## config.mk

```make
export PLATFORM = sky130hd
export DESIGN_NAME = grid_shortest_path_tree
export DESIGN_NICKNAME = d
export VERILOG_FILES = /design/src/gsp_pkg.sv /design/src/gsp_ctrl.sv /design/src/gsp_datapath.sv /design/src/grid_shortest_path_tree.sv
export VERILOG_INCLUDE_DIRS = /design/src /design/src/src
export SDC_FILE = /design/constraint.sdc
export NUM_CORES = 1
export LEC_CHECK = 0
export ABC_AREA = 1
export BUFFER_PORTS_ARGS = -buffer_cell sky130_fd_sc_hd__buf_2
export CORE_MARGIN = 3
export CORE_UTILIZATION = 40
export DETAILED_ROUTE_END_ITERATION = 7
export MAX_ROUTING_LAYER = met4
export PLACE_DENSITY_LB_ADDON = 0.12
export SLEW_MARGIN = 20
export SYNTH_ARGS = -nofsm -noshare
export SYNTH_HDL_FRONTEND = slang
export SYNTH_HIERARCHICAL = 1
export SYNTH_SLANG_ARGS = --single-unit
```

## constraint.sdc

```tcl
create_clock -name clk_i -period 7.3 [get_ports clk_i]
set_input_delay 1.46 -clock clk_i [delete_from_list [all_inputs] [get_ports clk_i]]
set_output_delay 1.46 -clock clk_i [all_outputs]
set_load 0.005 [all_outputs]
```

## src/grid_shortest_path_tree_macros.svh

```systemverilog
// Assertion macros shared by the grid shortest path tree modules.
`ifndef GRID_SHORTEST_PATH_TREE_MACROS_SVH
`define GRID_SHORTEST_PATH_TREE_MACROS_SVH

// Property that must hold at every clock edge out of reset.
`define GSP_ASSERT(lbl, prop, msg) \
  lbl: assert property (@(posedge clk_i) disable iff (!rst_ni) (prop)) else $error(msg);

// Same-cycle implication.
`define GSP_ASSERT_IMP(lbl, ante, cons, msg) \
  lbl: assert property (@(posedge clk_i) disable iff (!rst_ni) (ante) |-> (cons)) \
    else $error(msg);

// Next-cycle implication.
`define GSP_ASSERT_NXT(lbl, ante, cons, msg) \
  lbl: assert property (@(posedge clk_i) disable iff (!rst_ni) (ante) |=> (cons)) \
    else $error(msg);

`endif

```

## src/gsp_pkg.sv

```systemverilog
// Package: sizes, item codes and interface types of the grid shortest path tree.
package gsp_pkg;

  localparam int unsigned NODE_COUNT     = 16;
  localparam int unsigned SLOTS_PER_NODE = 4;
  localparam int unsigned NODE_W         = 4;
  localparam int unsigned SLOT_W         = 2;
  localparam int unsigned DIST_W         = 4;
  localparam int unsigned ENTRY_COUNT    = NODE_COUNT * SLOTS_PER_NODE;
  localparam int unsigned ENTRY_W        = NODE_W + SLOT_W;

  localparam logic [NODE_W-1:0] LAST_NODE = NODE_W'(NODE_COUNT - 1);
  localparam logic [SLOT_W-1:0] LAST_SLOT = SLOT_W'(SLOTS_PER_NODE - 1);

  localparam logic [1:0] KIND_WRITE  = 2'd0;
  localparam logic [1:0] KIND_CLEAR  = 2'd1;
  localparam logic [1:0] KIND_SEARCH = 2'd2;

  typedef struct packed {
    logic [1:0]        kind;
    logic [NODE_W-1:0] node;
    logic [SLOT_W-1:0] slot;
    logic [NODE_W-1:0] neighbour;
    logic              slot_used;
  } gsp_in_t;

  typedef struct packed {
    logic [NODE_W-1:0] node_id;
    logic [NODE_W-1:0] predecessor;
    logic [DIST_W-1:0] distance;
    logic              reachable;
    logic              last;
  } gsp_out_t;

  // Controller to datapath commands
  typedef struct packed {
    logic              wr_slot;
    logic              clr_row;
    logic              search_go;
    logic              init;
    logic              scan;
    logic              scan_first;
    logic              pick;
    logic              rd_en;
    logic              out_en;
    logic              out_last;
    logic [NODE_W-1:0] idx;
  } gsp_cmd_t;

  typedef struct packed {
    logic found;
  } gsp_sts_t;

endpackage

```

## src/gsp_ctrl.sv

```systemverilog
// Controller: sequences init, minimum scan, pick, relaxation and result emission.
`include "grid_shortest_path_tree_macros.svh"

module gsp_ctrl
  import gsp_pkg::*;
(
  input  logic       clk_i,
  input  logic       rst_ni,
  input  logic       start_i,
  input  logic [1:0] kind_i,
  input  gsp_sts_t   sts_i,
  output gsp_cmd_t   cmd_o,
  output logic       busy_o
);

  typedef enum logic [2:0] {
    S_IDLE,
    S_INIT,
    S_SCAN,
    S_PICK,
    S_RELAX,
    S_DRAIN,
    S_EMIT
  } state_e;

  state_e            state_q, state_d;
  logic [NODE_W-1:0] cnt_q, cnt_d;
  logic              accept;

  assign accept = start_i && (state_q == S_IDLE);
  assign busy_o = (state_q != S_IDLE);

  always_comb begin
    state_d = state_q;
    cnt_d   = cnt_q;
    unique case (state_q)
      S_IDLE: begin
        if (start_i && (kind_i == KIND_SEARCH)) state_d = S_INIT;
      end
      S_INIT: begin
        state_d = S_SCAN;
        cnt_d   = '0;
      end
      S_SCAN: begin
        if (cnt_q == LAST_NODE) begin
          state_d = S_PICK;
          cnt_d   = '0;
        end else begin
          cnt_d = cnt_q + NODE_W'(1);
        end
      end
      S_PICK: begin
        state_d = sts_i.found ? S_RELAX : S_EMIT;
        cnt_d   = '0;
      end
      S_RELAX: begin
        if (cnt_q[SLOT_W-1:0] == LAST_SLOT) begin
          state_d = S_DRAIN;
          cnt_d   = '0;
        end else begin
          cnt_d = cnt_q + NODE_W'(1);
        end
      end
      // lets the last slot's relaxation land before the next scan reads the flags
      S_DRAIN: begin
        state_d = S_SCAN;
        cnt_d   = '0;
      end
      S_EMIT: begin
        if (cnt_q == LAST_NODE) begin
          state_d = S_IDLE;
          cnt_d   = '0;
        end else begin
          cnt_d = cnt_q + NODE_W'(1);
        end
      end
      default: begin
        state_d = S_IDLE;
        cnt_d   = '0;
      end
    endcase
  end

  always_ff @(posedge clk_i or negedge rst_ni) begin
    if (!rst_ni) begin
      state_q <= S_IDLE;
      cnt_q   <= '0;
    end else begin
      state_q <= state_d;
      cnt_q   <= cnt_d;
    end
  end

  always_comb begin
    cmd_o            = '0;
    cmd_o.wr_slot    = accept && (kind_i == KIND_WRITE);
    cmd_o.clr_row    = accept && (kind_i == KIND_CLEAR);
    cmd_o.search_go  = accept && (kind_i == KIND_SEARCH);
    cmd_o.init       = (state_q == S_INIT);
    cmd_o.scan       = (state_q == S_SCAN);
    cmd_o.scan_first = (state_q == S_SCAN) && (cnt_q == '0);
    cmd_o.pick       = (state_q == S_PICK) && sts_i.found;
    cmd_o.rd_en      = (state_q == S_RELAX);
    cmd_o.out_en     = (state_q == S_EMIT);
    cmd_o.out_last   = (state_q == S_EMIT) && (cnt_q == LAST_NODE);
    cmd_o.idx        = cnt_q;
  end

  `GSP_ASSERT_NXT(a_go_init, cmd_o.search_go, state_q == S_INIT, "search transfer did not start init")
  `GSP_ASSERT_NXT(a_emit_end, cmd_o.out_last, state_q == S_IDLE, "controller busy after last result")
  `GSP_ASSERT_IMP(a_pick_exit, (state_q == S_PICK) && !sts_i.found, !cmd_o.pick, "pick with nothing found")

endmodule

```

## src/gsp_datapath.sv

```systemverilog
// Datapath: neighbour table, search flags, distance and predecessor stores, result register.
`include "grid_shortest_path_tree_macros.svh"

module gsp_datapath
  import gsp_pkg::*;
(
  input  logic     clk_i,
  input  logic     rst_ni,
  input  gsp_in_t  item_i,
  input  gsp_cmd_t cmd_i,
  output gsp_sts_t sts_o,
  output gsp_out_t result_o,
  output logic     result_valid_o
);

  // neighbour numbers live in a memory; the used bits are flops so reset empties the table
  logic [NODE_W-1:0]      nbr_mem [ENTRY_COUNT];
  logic [ENTRY_COUNT-1:0] slot_used_q;
  logic [NODE_W-1:0]      nb_q;
  logic                   used_q;
  logic                   rel_pend_q;

  logic [NODE_COUNT-1:0]  visited_q;
  logic [NODE_COUNT-1:0]  reached_q;
  logic [NODE_W-1:0]      pred_q [NODE_COUNT];
  logic [DIST_W-1:0]      dist_q [NODE_COUNT];

  logic [NODE_W-1:0]      target_q;
  logic                   found_q;
  logic [DIST_W-1:0]      best_q;
  logic [NODE_W-1:0]      v_q;
  logic [DIST_W-1:0]      h_q;

  gsp_out_t               result_q;
  logic                   result_valid_q;

  logic [ENTRY_W-1:0]     wr_addr;
  logic [ENTRY_W-1:0]     rd_addr;
  logic                   found_eff;
  logic                   cand;
  logic                   relax_hit;

  assign wr_addr = {item_i.node, item_i.slot};
  assign rd_addr = {v_q, cmd_i.idx[SLOT_W-1:0]};

  // lowest index wins ties: only a strictly smaller distance replaces the best so far
  assign found_eff = cmd_i.scan_first ? 1'b0 : found_q;
  assign cand = reached_q[cmd_i.idx] && !visited_q[cmd_i.idx] &&
                (!found_eff || (dist_q[cmd_i.idx] < best_q));

  // Unit weights: every reached, unvisited node already sits at most one hop past the
  // picked node, so h < dist never holds and only unreached neighbours get relaxed.
  assign relax_hit = rel_pend_q && used_q && !visited_q[nb_q] && !reached_q[nb_q];

  always_ff @(posedge clk_i) begin
    if (cmd_i.wr_slot) nbr_mem[wr_addr] <= item_i.neighbour;
    if (cmd_i.rd_en) begin
      nb_q   <= nbr_mem[rd_addr];
      used_q <= slot_used_q[rd_addr];
    end
  end

  always_ff @(posedge clk_i or negedge rst_ni) begin
    if (!rst_ni) begin
      slot_used_q    <= '0;
      rel_pend_q     <= 1'b0;
      visited_q      <= '0;
      reached_q      <= '0;
      result_valid_q <= 1'b0;
      for (int n = 0; n < NODE_COUNT; n++) pred_q[n] <= '0;
    end else begin
      rel_pend_q     <= cmd_i.rd_en;
      result_valid_q <= cmd_i.out_en;
      if (cmd_i.wr_slot) slot_used_q[wr_addr] <= item_i.slot_used;
      if (cmd_i.clr_row) begin
        slot_used_q <= slot_used_q &
                       ~(ENTRY_COUNT'({SLOTS_PER_NODE{1'b1}}) << {item_i.node, SLOT_W'(0)});
      end
      if (cmd_i.init) begin
        visited_q        <= '0;
        reached_q        <= NODE_COUNT'(1) << target_q;
        pred_q[target_q] <= target_q;
      end else begin
        if (cmd_i.pick) visited_q[v_q] <= 1'b1;
        if (relax_hit) begin
          reached_q[nb_q] <= 1'b1;
          pred_q[nb_q]    <= v_q;
        end
      end
    end
  end

  always_ff @(posedge clk_i) begin
    if (cmd_i.search_go) target_q <= item_i.node;
    if (cmd_i.init) begin
      dist_q[target_q] <= '0;
    end else if (relax_hit) begin
      dist_q[nb_q] <= h_q;
    end
    if (cmd_i.scan) begin
      if (cand) begin
        found_q <= 1'b1;
        best_q  <= dist_q[cmd_i.idx];
        v_q     <= cmd_i.idx;
      end else if (cmd_i.scan_first) begin
        found_q <= 1'b0;
      end
    end
    if (cmd_i.pick) h_q <= best_q + DIST_W'(1);
    if (cmd_i.out_en) begin
      result_q.node_id     <= cmd_i.idx;
      result_q.predecessor <= pred_q[cmd_i.idx];
      result_q.distance    <= reached_q[cmd_i.idx] ? dist_q[cmd_i.idx] : '0;
      result_q.reachable   <= reached_q[cmd_i.idx];
      result_q.last        <= cmd_i.out_last;
    end
  end

  assign sts_o.found    = found_q;
  assign result_o       = result_q;
  assign result_valid_o = result_valid_q;

  `GSP_ASSERT(a_visited_reached, (visited_q & ~reached_q) == '0, "visited node never reached")
  `GSP_ASSERT_IMP(a_pick_fresh, cmd_i.pick, reached_q[v_q] && !visited_q[v_q], "picked node not open")
  `GSP_ASSERT_IMP(a_last_id, result_valid_o && result_o.last, result_o.node_id == LAST_NODE, "last flag on wrong node")

endmodule

```

## src/grid_shortest_path_tree.sv

```systemverilog
// A slot write or row clear leaves busy low throughout.
// Search: init, then per reached node a minimum scan over all 16 nodes, a pick, 4 slot reads
// and a drain, a final scan and pick, then 16 results on consecutive cycles.
// Reset (async, active low): table empty, predecessors zero, controller idle.
// Results cannot be stalled; each is shown for one cycle under result_valid_o.
module grid_shortest_path_tree
  import gsp_pkg::*;
(
  input  logic     clk_i,
  input  logic     rst_ni,
  input  logic     start,
  output logic     busy,
  input  gsp_in_t  item_i,
  output gsp_out_t result_o,
  output logic     result_valid_o
);

  gsp_cmd_t cmd;
  gsp_sts_t sts;

  gsp_ctrl u_ctrl (
    .clk_i   (clk_i),
    .rst_ni  (rst_ni),
    .start_i (start),
    .kind_i  (item_i.kind),
    .sts_i   (sts),
    .cmd_o   (cmd),
    .busy_o  (busy)
  );

  gsp_datapath u_datapath (
    .clk_i          (clk_i),
    .rst_ni         (rst_ni),
    .item_i         (item_i),
    .cmd_i          (cmd),
    .sts_o          (sts),
    .result_o       (result_o),
    .result_valid_o (result_valid_o)
  );

endmodule
```

==> results_dict.tcl <==
set metrics [dict create \
    status "completed" \
    setup_viol 0 \
    cts.path.max_buffers 3 \
    ctsResizeCount 0 \
    wl_per_cell_microns 21.10 \
    h-tree-depth 2 \
    postSynth.asyncResetShare 0.3219 \
    r2r_slack_ns 2.88 \
    startpoint_type "flip-flop" \
    n_fill_cell 5526 \
    cp_data_arrival_time_ns 4.65 \
    port_buffers 31 \
    drc 0 \
    worst_r2r_path_depth 11 \
    num_vias 17930 \
    synth_edf_count 356 \
    relSlewSlack 0.2493 \
    cap_violations 0 \
    antenna_found_initial 1 \
    crit_path_end_kind "flip-flop" \
    met1_usage 0.3074 \
    worstReg2RegStart "u_ctrl/cnt_q[1]" \
    critPathBufInv 2 \
    nets 2489 \
    critPathMaxStageDelay_ns 1.05 \
    slew_viol_final 0 \
    max_freq_mhz 226.1 \
    placed_area_sq_um 24570 \
    postSynthAreaPerCell_sq_um 9.606 \
    cp_common_cell "nand2_1" \
    cts.sink_count 525 \
    seq_area_frac_synth 0.6265 \
    cts_hold_buf 0 \
    crit_slowest_cell "clkinv_2" \
    p_leak_nw 10.50 \
    synth_seq_cells 525 \
    fin_area_sq_um 26400 \
    crit_family "buffers and inverters" \
    syn_area_sq_um 23810 \
    crit_path_max_fanout 65 \
    numCtsBuffers 56 \
    placedCellCount 3173 \
    clock-root-buffer "clkbuf_16" \
    period_share 0.6058 \
    power_density_nw_per_um2 357.4 \
    grt.total_usage 0.2261 \
    clkSlewWorstSetupHoldPaths_ns 0.06 \
    grt_use_met3 0.03001 \
    syn2layout_area_growth_pct 10.86 \
    syn_nets 2502 \
    chipWidth_microns 250.0 \
    cts_tree "yes" \
    hp-class "flip-flop to flip-flop" \
    fin_crit_ns 4.422 \
    busiest_layer "met2" \
    overflow 0 \
    post_cts_buffers 0 \
    wl_microns 69210 \
    grt_max_degree 115 \
    tightest_slew_ns 1.117 \
    yosysWarnings 6 \
    holdCritStartpoint "u_datapath/pred_q[8]" \
    p_sw_w 0.003468 \
    hpwlAfterDp_microns 44190 \
    grt_pass1_wl_microns 107000 \
    drtAntennaViolNets 0 \
    yosysUniqueCellTypes 37 \
    cp.required_ns 7.52 \
    rsz0062_at_grt "no" \
    die_h_microns 250.0 \
    via_per_inst 5.465 \
    ir_drop_mv 0.2104 \
    ys.flop_type "edfxtp_1" \
    worst_hold_path.endpoint "u_datapath/pred_q[8]" \
    grt_pass1_vias 17410 \
    path_cells "clkinv_2 -> buf_4 -> nand2_1 -> nand3_1 -> nand3_1 -> nand3_1 -> nand2_1 -> nand2_1 -> nand2_1 -> nand2_1 -> a21oi_1" \
    crit_type "flip-flop to flip-flop" \
    rows 88 \
    worst_r2r_endpoint "u_datapath/v_q[0]" \
    io_pins 32 \
    comb_power_share 0.294 \
    instances_no_fill 3281 \
    final.setup_skew_ns 0.02894 \
    clk_latency_ns 0.62 \
    tns_ns 0 \
    switching_share 0.3676 \
    netlist_instances 2479 \
    hold_depth 2 \
    pwr-share-clk 0.300 \
    first_pass_iters 5 \
    initialDrtViolationCount 1658 \
    die-area_sq_um 62500 \
    power_frac_seq 0.406 \
    place_congestion 0.8630 \
    hold_violations 0 \
    grt_use_met2 0.3556 \
    p_int_w 0.005966 \
    drive_above_1_share 0.07478 \
    core_area_sq_um 58250 \
    initial_core_util 0.4088 \
]
==> registers in the layout (all words and copies together), names as in the netlist, 3 cells and up <==
name,flops
u_datapath/reached_q,16
u_datapath/dist_q,64
u_datapath/h_q,4
u_datapath/nbr_mem,256
u_ctrl/state_q,3
u_datapath/target_q,4
u_datapath/slot_used_q,64
u_datapath/visited_q,16
u_ctrl/cnt_q,4
u_datapath/best_q,4
u_datapath/v_q,4
u_datapath/pred_q,64
u_datapath/result_o,14
u_datapath/nb_q,4
==> Yosys cell counts (8+ instances only) <==
cell type / count / share of area
dfrtp_1: 169 / 0.18
inv_2: 9 / 0.0014
a22oi_1: 8 / 0.0025
nand2_1: 392 / 0.062
a211oi_1: 16 / 0.0050
nand3_1: 97 / 0.020
clkbuf_1: 79 / 0.012
o211ai_1: 12 / 0.0038
nand4_1: 23 / 0.0060
nor2_1: 373 / 0.059
o21ai_0: 310 / 0.065
edfxtp_1: 356 / 0.45
a21oi_1: 139 / 0.029
o22ai_1: 89 / 0.023
buf_2: 34 / 0.0071
o21ai_1: 23 / 0.0048
o221ai_1: 18 / 0.0066
nor3_1: 22 / 0.0046
nand2_2: 21 / 0.0055
inv_1: 234 / 0.037
==> final cells by class <==
cell class / count / area [sq um] / share of cell area
multi-input combinational: 1577 / 7380 / 0.2795
timing repair buffer: 59 / 377.9 / 0.01431
tap: 765 / 957.2 / 0.03626
clock inverter: 26 / 277.8 / 0.01052
clock buffer: 80 / 1541 / 0.05839
antenna: 2 / 5.005 / 0.0001896
sequential: 525 / 14930 / 0.5654
inverter: 247 / 933.4 / 0.03536
==> how the worst max path moves through the flow <==
stage                     depth (start not counted)                          to  slack, ns            start
after floorplan                                  11  u_datapath/slot_used_q[10]       4.57            start
after global placement                           11           u_datapath/v_q[0]       2.99  u_ctrl/cnt_q[1]
after detailed placement                         11           u_datapath/v_q[3]       2.88  u_ctrl/cnt_q[1]
after CTS                                        11           u_datapath/v_q[1]       2.87  u_ctrl/cnt_q[1]
after global routing                             11           u_datapath/v_q[0]       2.55  u_ctrl/cnt_q[1]
final                                            11           u_datapath/v_q[0]       2.88  u_ctrl/cnt_q[1]
==> per-stage QoR <==
step / power (W) / util / worst slack [ns] / hold slack, ns
after floorplan: 0.005689 / - / 4.568 / 0.4366
after global placement: 0.006621 / 0.4218 / 2.995 / 0.4498
after detailed placement: 0.006644 / 0.4218 / 2.875 / 0.4552
after CTS: 0.009496 / 0.4530 / 2.869 / 0.4697
after global routing: 0.009987 / 0.4532 / 2.554 / 0.4993
final: 0.009434 / 0.4532 / 2.878 / 0.4661
==> layer usage <==
layer / vias to the layer above / wire length, microns
met2: 526 / 32230
met5: - / 0
met1: 8808 / 31240
met3: 116 / 3663
met4: 0 / 2082
li1: 8481 / -
==> cell usage in the layout (no fill, tap or decap), drive strengths merged <==
master | netlist | layout
o221ai | 18 | 18
and3 | 1 | 1
ha | 7 | 7
buf | 51 | 58
o22ai | 89 | 89
clkbuf | 79 | 81
o21ai | 333 | 333
nand4 | 23 | 23
edfxtp | 356 | 356
o211ai | 12 | 12
nor2 | 380 | 380
clkinv | 4 | 23
a211oi | 16 | 16
nand3 | 97 | 97
o32ai | 1 | 1
xor2 | 2 | 2
o31ai | 3 | 3
or2 | 8 | 8
nor3 | 22 | 22
a31oi | 1 | 1
clkinvlp | 0 | 1
a22oi | 8 | 8
o21bai | 1 | 1
nand2 | 413 | 413
diode | 0 | 2
a311oi | 2 | 2
xnor2 | 1 | 1
bufinv | 0 | 5
dfrtp | 169 | 169
inv | 243 | 244
a21oi | 139 | 139
==> power groups by stage <==
stage | combinational (W) | clock [W] | sequential, W
2_1_floorplan | 0.00196 | 0 | 0.00373
3_3_place_gp | 0.00275 | 0 | 0.00387
6_report | 0.00278 | 0.00283 | 0.00383
5_1_grt | 0.00310 | 0.00302 | 0.00387
3_5_place_dp | 0.00276 | 0 | 0.00388
4_1_cts | 0.00277 | 0.00290 | 0.00382
==> worst register-to-register path, delay by kind of cell, from the launching register on <==
kind	cells	cell delay, ns
buffers and inverters	2	1.76
AOI/OAI and AO/OA	1	0.65
and+or+nand+nor	8	0.71
DFF	1	0.94
==> logic make-up after synthesis <==
family                     count (synthesis)  synth area share
and+or+nand+nor                          944            0.1616
DFF                                      525            0.6265
adders and majority gates                  7          0.003678
AOI/OAI and AO/OA                        623            0.1432
xor gates and xnor gates                   3          0.001104
buffers and inverters                    377           0.06389
Note: power is estimated with default switching activity, not from simulation.
